`config.mk`:
```
export PLATFORM = sky130hd
export DESIGN_NAME = spa_out_buf
export DESIGN_NICKNAME = d
export VERILOG_FILES = /design/src/rtl/spa_pkg.sv /design/src/rtl/spa_out_buf.sv
export SDC_FILE = /design/constraint.sdc
export NUM_CORES = 1
export LEC_CHECK = 0
export CAP_MARGIN = 20
export CORE_ASPECT_RATIO = 1.75
export CORE_MARGIN = 4
export CORE_UTILIZATION = 57
export CTS_CLUSTER_SIZE = 14
export DETAILED_ROUTE_END_ITERATION = 12
export DONT_BUFFER_PORTS = 1
export PLACE_DENSITY = 0.75
export SYNTH_ARGS = -nofsm -noshare
export SYNTH_HDL_FRONTEND = slang
export SYNTH_SLANG_ARGS = --single-unit
```
`constraint.sdc`:
```
create_clock -name clk -period 18.1 [get_ports clk]
set_clock_uncertainty 0.2 [all_clocks]
set_input_delay 1.81 -clock clk [delete_from_list [all_inputs] [get_ports clk]]
set_output_delay 1.81 -clock clk [all_outputs]
set_load 0.005 [all_outputs]
```
`src/rtl/spa_pkg.sv`:
```
// Shared types, constants and the arctangent step table for the sprite affine setup.
package spa_pkg;

  localparam int CORDIC_STAGES = 16;
  localparam int ATAN_TAB_LEN  = 24;
  localparam int CORDIC_N      = (CORDIC_STAGES > ATAN_TAB_LEN) ? ATAN_TAB_LEN : CORDIC_STAGES;
  localparam int STAGE_IDX_W   = 5;

  // Reciprocal of the CORDIC gain of CORDIC_N stages in Q1.30
  localparam longint GAIN_Q30 = 64'd652032875 + (64'd434688583 >> (2 * CORDIC_N));

  localparam int CORD_W    = 34;
  localparam int SIZE_W    = 31;
  localparam int CFG_IDX_W = 1;

  localparam logic [CFG_IDX_W-1:0] REG_SIZE_WIDTH  = 1'b0;
  localparam logic [CFG_IDX_W-1:0] REG_SIZE_HEIGHT = 1'b1;

  typedef struct packed {
    logic signed [31:0] pos_x;
    logic signed [31:0] pos_y;
    logic signed [31:0] origin_x;
    logic signed [31:0] origin_y;
    logic signed [15:0] scale_x;
    logic signed [15:0] scale_y;
    logic        [15:0] angle;
  } in_item_t;

  typedef struct packed {
    logic signed [23:0] coef_a;
    logic signed [23:0] coef_b;
    logic signed [23:0] coef_c;
    logic signed [23:0] coef_d;
    logic signed [31:0] shift_x;
    logic signed [31:0] shift_y;
    logic signed [31:0] box_width;
    logic signed [31:0] box_height;
  } out_item_t;

  typedef struct packed {
    logic signed [31:0] pos_x;
    logic signed [31:0] pos_y;
    logic signed [31:0] origin_x;
    logic signed [31:0] origin_y;
    logic signed [15:0] scale_x;
    logic signed [15:0] scale_y;
    logic        [1:0]  quad;
  } side_t;

  typedef struct packed {
    logic               valid;
    logic signed [CORD_W-1:0] x;
    logic signed [CORD_W-1:0] y;
    logic signed [CORD_W-1:0] z;
    side_t              side;
  } cord_t;

  typedef struct packed {
    logic               valid;
    logic signed [23:0] a;
    logic signed [23:0] b;
    logic signed [23:0] c;
    logic signed [23:0] d;
    logic signed [31:0] pos_x;
    logic signed [31:0] pos_y;
    logic signed [31:0] origin_x;
    logic signed [31:0] origin_y;
  } coef_t;

  typedef struct packed {
    logic      valid;
    out_item_t item;
  } res_t;

  // atan(2^-i) in units of 2^-32 turn
  function automatic logic [31:0] atan_turn(input logic [STAGE_IDX_W-1:0] idx);
    logic [31:0] t;
    begin
      case (idx)
        5'd0:    t = 32'd536870912;
        5'd1:    t = 32'd316933406;
        5'd2:    t = 32'd167458907;
        5'd3:    t = 32'd85004756;
        5'd4:    t = 32'd42667331;
        5'd5:    t = 32'd21354465;
        5'd6:    t = 32'd10679838;
        5'd7:    t = 32'd5340245;
        5'd8:    t = 32'd2670163;
        5'd9:    t = 32'd1335087;
        5'd10:   t = 32'd667544;
        5'd11:   t = 32'd333772;
        5'd12:   t = 32'd166886;
        5'd13:   t = 32'd83443;
        5'd14:   t = 32'd41722;
        5'd15:   t = 32'd20861;
        5'd16:   t = 32'd10430;
        5'd17:   t = 32'd5215;
        5'd18:   t = 32'd2608;
        5'd19:   t = 32'd1304;
        5'd20:   t = 32'd652;
        5'd21:   t = 32'd326;
        5'd22:   t = 32'd163;
        5'd23:   t = 32'd81;
        default: t = 32'd0;
      endcase
      atan_turn = t;
    end
  endfunction

endpackage

```
`src/rtl/spa_out_buf.sv`:
```
// Output register with one skid entry; its fill state advances or holds the pipeline.
module spa_out_buf (
  input  logic                clk,
  input  logic                rst_n,
  input  spa_pkg::res_t       res_in,
  input  logic                out_stall,
  output logic                out_valid,
  output spa_pkg::out_item_t  out_item,
  output logic                adv
);

  logic               out_v_r, skid_v_r;
  spa_pkg::out_item_t out_d_r, skid_d_r;
  logic               push, pop;

  assign adv  = !skid_v_r;
  assign push = res_in.valid && adv;
  assign pop  = out_v_r && !out_stall;

  always_ff @(posedge clk) begin
    if (!rst_n) begin
      out_v_r  <= 1'b0;
      skid_v_r <= 1'b0;
    end else if (skid_v_r) begin
      if (pop) begin
        out_d_r  <= skid_d_r;
        skid_v_r <= 1'b0;
      end
    end else if (push) begin
      if (!out_v_r || pop) begin
        out_d_r <= res_in.item;
        out_v_r <= 1'b1;
      end else begin
        skid_d_r <= res_in.item;
        skid_v_r <= 1'b1;
      end
    end else if (pop) begin
      out_v_r <= 1'b0;
    end
  end

  assign out_valid = out_v_r;
  assign out_item  = out_d_r;

endmodule

```
==> Yosys cells after proc, flatten, opt, wreduce, memory -nomap -nowiden <==
Index checks and enable logic that the tools add are counted.
Widths: inputs -> output; s select.
{ "word_totals": {"output_inout_bits": 226, "wordCells": 45, "input_bits": 228, "register_bits": 450} }
{ "classes": {"n_reduce_logical": 12, "n_bitwise": 2, "eq_ne": 2, "muxes": 11} }
{ "op_table": {"columns": ["operator", "n"], "rows": [
  ["$mux 224", 4],
  ["$reduce_and 4->1", 2],
  ["$mux 1", 7],
  ["$reduce_bool 2->1", 3],
  ["$ne 2x1->1 const B", 2],
  ["$logic_not 1->1", 3],
  ["$reduce_and 3->1", 1],
  ["$logic_and 1x1->1", 2],
  ["$not 1->1", 2],
  ["$logic_or 1x1->1", 1]
]} }

==> Longest topological paths before layout <==
{ "depth": {"ltp_word": 6, "depth_mapped": 4, "ltp_nobuf": 2} }

==> Least setup slack after synthesis <==
No wires, ideal clock.
{ "synth_timing": {"path_type": "input -> register", "from": "in res_in[224] (netlist name)", "to": "reg skid_d_r[0] (netlist name), enable pin", "cell_stages": 2, "setup_slack_ps": -263, "setup_time_ps": 1083, "t_arrival_ps": 17080, "cell_sequence": "nand2b_1 > nor3_1"} }
{ "synth_via": {"elab_chain_cells": 2} }
{ "synth_rtl": {"columns": ["item", "line_no", "text"], "rows": [
  ["from (decl)", "spa_out_buf.sv:5", "input spa_pkg::res_t res_in,"],
  ["$logic_and 1x1->1", "spa_out_buf.sv:17", "assign push = res_in.valid && adv;"],
  ["$reduce_and 4->1 (no source line)", null, null],
  ["to (signal assigned)", "spa_out_buf.sv:34", "skid_d_r <= res_in.item;"],
  ["to (decl)", "spa_out_buf.sv:13", "spa_pkg::out_item_t out_d_r, skid_d_r;"]
]} }
No other way between the ends.
A chain may end at the register's enable or synchronous reset.

==> Worst setup path in the final report <==
{ "layout_timing": {"from": "in res_in[224] (netlist name)", "to": "reg skid_d_r[184] (netlist name), enable pin"} }
The elaborated chain is that of the path after synthesis.

==> out/metrics.csv <==
stage;metric;value;unit
critical_path;Critical Path Source Type;input pin;
power;post-layout total power;2.056;mW
timing;Hold Fails Final Rpt;0;
routing;wire per inst;29.92;microns
routing;detailed-routing wirelength on met1;10490;microns
timing;# setup viols final;0;
critical_path;class of the most critical setup path;input pin to register;
synth;cell with the most instances after synthesis;sky130_fd_sc_hd__edfxtp_1;
timing;worst-case setup margin in the final layout;14.08;ns
synth;post-synthesis net count;939;
timing;Worst Hold Margin;0.3470;ns
timing;maximum achievable frequency;249.0;MHz
synth;Primary FF master, synth;sky130_fd_sc_hd__edfxtp_1;
synth;most frequent cells after synthesis;sky130_fd_sc_hd__edfxtp_1 (448), sky130_fd_sc_hd__mux2_2 (224), sky130_fd_sc_hd__buf_6 (24);
grt;via count of the first global-routing pass;7296;
routing;topmost layer with routed signal wires;met4;
layout;share of layout cells above drive strength 1;37.18;%
routing;Met3 Routed Length;3744;microns
power;cell leakage power;5.560;nW
power;maximum vdd drop;86.25;uV
grt;global-route wire length before repair;47950;microns
synth;mean cell area of the mapped netlist;23.01;sq um
synth;synthesized instance count;711;
min_path;Hold Path Class;register to register;
placement;final HPWL from detailed placement;23200;microns
timing;final period demand of the worst path;4.016;ns
power;power density over the cells;115.6;nW/um^2
routing;routed vias/inst;6.059;
layout;final design utilization;63.12;%
routing;routed wire length;33690;microns
clock_network;total number of H-tree levels;2;
synth;library cells used by synthesis;13;
grt;residual overflow from global routing;0;
placement;Port Buffer Count;0;
grt;pin count of the biggest net entering global routing;174;
clock_network;cells resized by post-CTS repair;0;
routing;antenna viol nets, final;0;
critical_path;category of the worst setup path capture point;register;
floorplanning;Starting Density;58.06;%
placement;worst slack after detailed placement;13.51;ns
clock_network;TritonCTS buffer count;40;
outcome;result of the run;complete, no violations;
layout;final net count;964;
timing;final critical-path share of the clock period;22.19;%
layout;Layout fillers;1905;
routing;Pre-antenna DRT Iters;4;
timing;setup repair after global routing missed its margin;false;
timing;number of pins with negative max-slew slack in the final report;0;
grt;number of antenna violations at the first check in global routing;0;
timing;slew at the pin with the worst max-slew slack;1.087;ns
floorplanning;floorplan die height;232.1;microns
placement;gp weighted congestion;0.9131;
clock_network;clock input transition at the sequential cells of the worst setup and hold paths;0.06;ns
critical_path;maximum fanout along the worst path;79;
synth;part of the Yosys area used for sequential elements;82.48;%
routing;residual DRC count;0;
clock_network;count of hold buffers inserted by post-cts repair;0;
timing;worst-case headroom to the max-slew limit;27.52;%
synth;count of flip-flops with a built-in enable after synthesis;448;
critical_path;critical path data required time;18.03;ns
floorplanning;Die Outline Area;31580;sq um
floorplanning;core area;28170;sq um
floorplanning;count of boundary I/O pins;454;
floorplanning;standard-cell rows;81;
timing;post-route setup TNS;0;ns
routing;Iter 0 DRT Violations;373;
synth;top cells by area, synth;sky130_fd_sc_hd__edfxtp_1 (82%), sky130_fd_sc_hd__mux2_2 (15%), sky130_fd_sc_hd__buf_6 (1.7%);
synth;async set-or-reset flop fraction in the synthesized netlist;0;%
synth;total of flip-flops plus latches after synthesis;450;
synth;top-area cell type share of the netlist area;82.24;%
synth;netlist area before placement;16360;sq um
clock_network;clock tree root buffer cell;sky130_fd_sc_hd__clkbuf_16;
layout;number of antenna diodes;0;
clock_network;post-CTS setup-driven buffer insertion count;0;
clock_network;count of clock tree sinks;450;
floorplanning;DIE WIDTH;136.1;microns
run;number of max-cap violations;0;
synth;Yosys Warn Count;0;
grt;total global routing track utilization;20.71;%
synth;library cell with the largest summed area after synthesis;sky130_fd_sc_hd__edfxtp_1;
clock_network;Clock Path Buffers;3;
clock_network;later-pin clock latency in the skew report;0.51;ns
critical_path;data arrival at the endpoint of the critical path;3.95;ns
routing;routed length on met2;17460;microns
routing;vias after detailed routing;6822;
layout;Layout area overhead;8.712;%
clock_network;clock tree from TritonCTS;done;
[final timing paths]
| kind | start | endpoint | slack, ns | depth (start not counted) |
|---|---|---|---|---|
| max | res_in[224] | skid_d_r[184]$_DFFE_PP_ | 14.08 | 4 |
| min | skid_d_r[129]$_DFFE_PP_ | out_item[129]$_DFFE_PP_ | 0.35 | 1 |
| max reg2reg | skid_v_r$_SDFF_PN0_ | skid_d_r[184]$_DFFE_PP_ | 14.59 | 4 |
| min reg2reg | skid_d_r[129]$_DFFE_PP_ | out_item[129]$_DFFE_PP_ | 0.35 | 1 |
[worst max-delay path: stages]
cell and delay [ns]:
sky130_fd_sc_hd__nand2b_1 0.14, sky130_fd_sc_hd__nor3_4 0.19, sky130_fd_sc_hd__buf_4 0.82, sky130_fd_sc_hd__buf_4 0.86
[registers in the layout (all words and copies together) (netlist names)]
register   cells
out_item     224
skid_d_r     224
out_valid      1
skid_v_r       1
[logic make-up after synthesis]
| family | Yosys count | synth area share, % |
|---|---|---|
| AOI/OAI and AO/OA | 4 | 0.1835 |
| buffers and inverters | 27 | 1.729 |
| DFF | 450 | 82.48 |
| muxes | 224 | 15.42 |
| and+or+nand+nor | 6 | 0.1836 |
[layer usage]
| layer | vias up | track usage (%) |
|---|---|---|
| li1 | 2892 | - |
| met5 | - | 0 |
| met3 | 96 | 9.085 |
| met1 | 3432 | 21.54 |
| met4 | 0 | 11.57 |
| met2 | 402 | 34.65 |
[power breakdown]
group          switching (mW)  leakage, nW  internal [mW]  total [mW]
registers              0.0243         4.13           1.19        1.22
clock network           0.337        0.552          0.426       0.763
logic                  0.0370        0.882         0.0377      0.0747
[cell type report]
class	count	area [sq um]	share of cell area [%]
Timing Repair Buffer	8	72.57	0.4081
Clock buffer	51	1064	5.980
Multi-Input combinational cell	234	2605	14.65
Clock inverter	8	71.32	0.4010
Sequential cell	450	13500	75.90
Inverter	2	7.507	0.04221
Tap cell	373	466.7	2.624
[through the flow]
stage / std cells / area (sq um)
global route: 1126 / 17780
CTS: 1126 / 17780
finish: 1126 / 17780
detailed placement: 1067 / 16650
global placement: 1067 / 16650
floorplan: 711 / 16360
[layout by cell type, fill, tap and decap left out, drive strengths merged]
master  netlist  routed
nand2b        1       1
a221oi        1       1
bufinv        0       1
clkbuf        0      51
nor2b         1       1
mux2        224     224
dfxtp         2       2
nor3          2       2
inv           2       2
buf          25       8
edfxtp      448     448
nand2         2       2
clkinv        0       7
o21ai         1       1
a21oi         2       2
(Power assumes the default switching activity.)
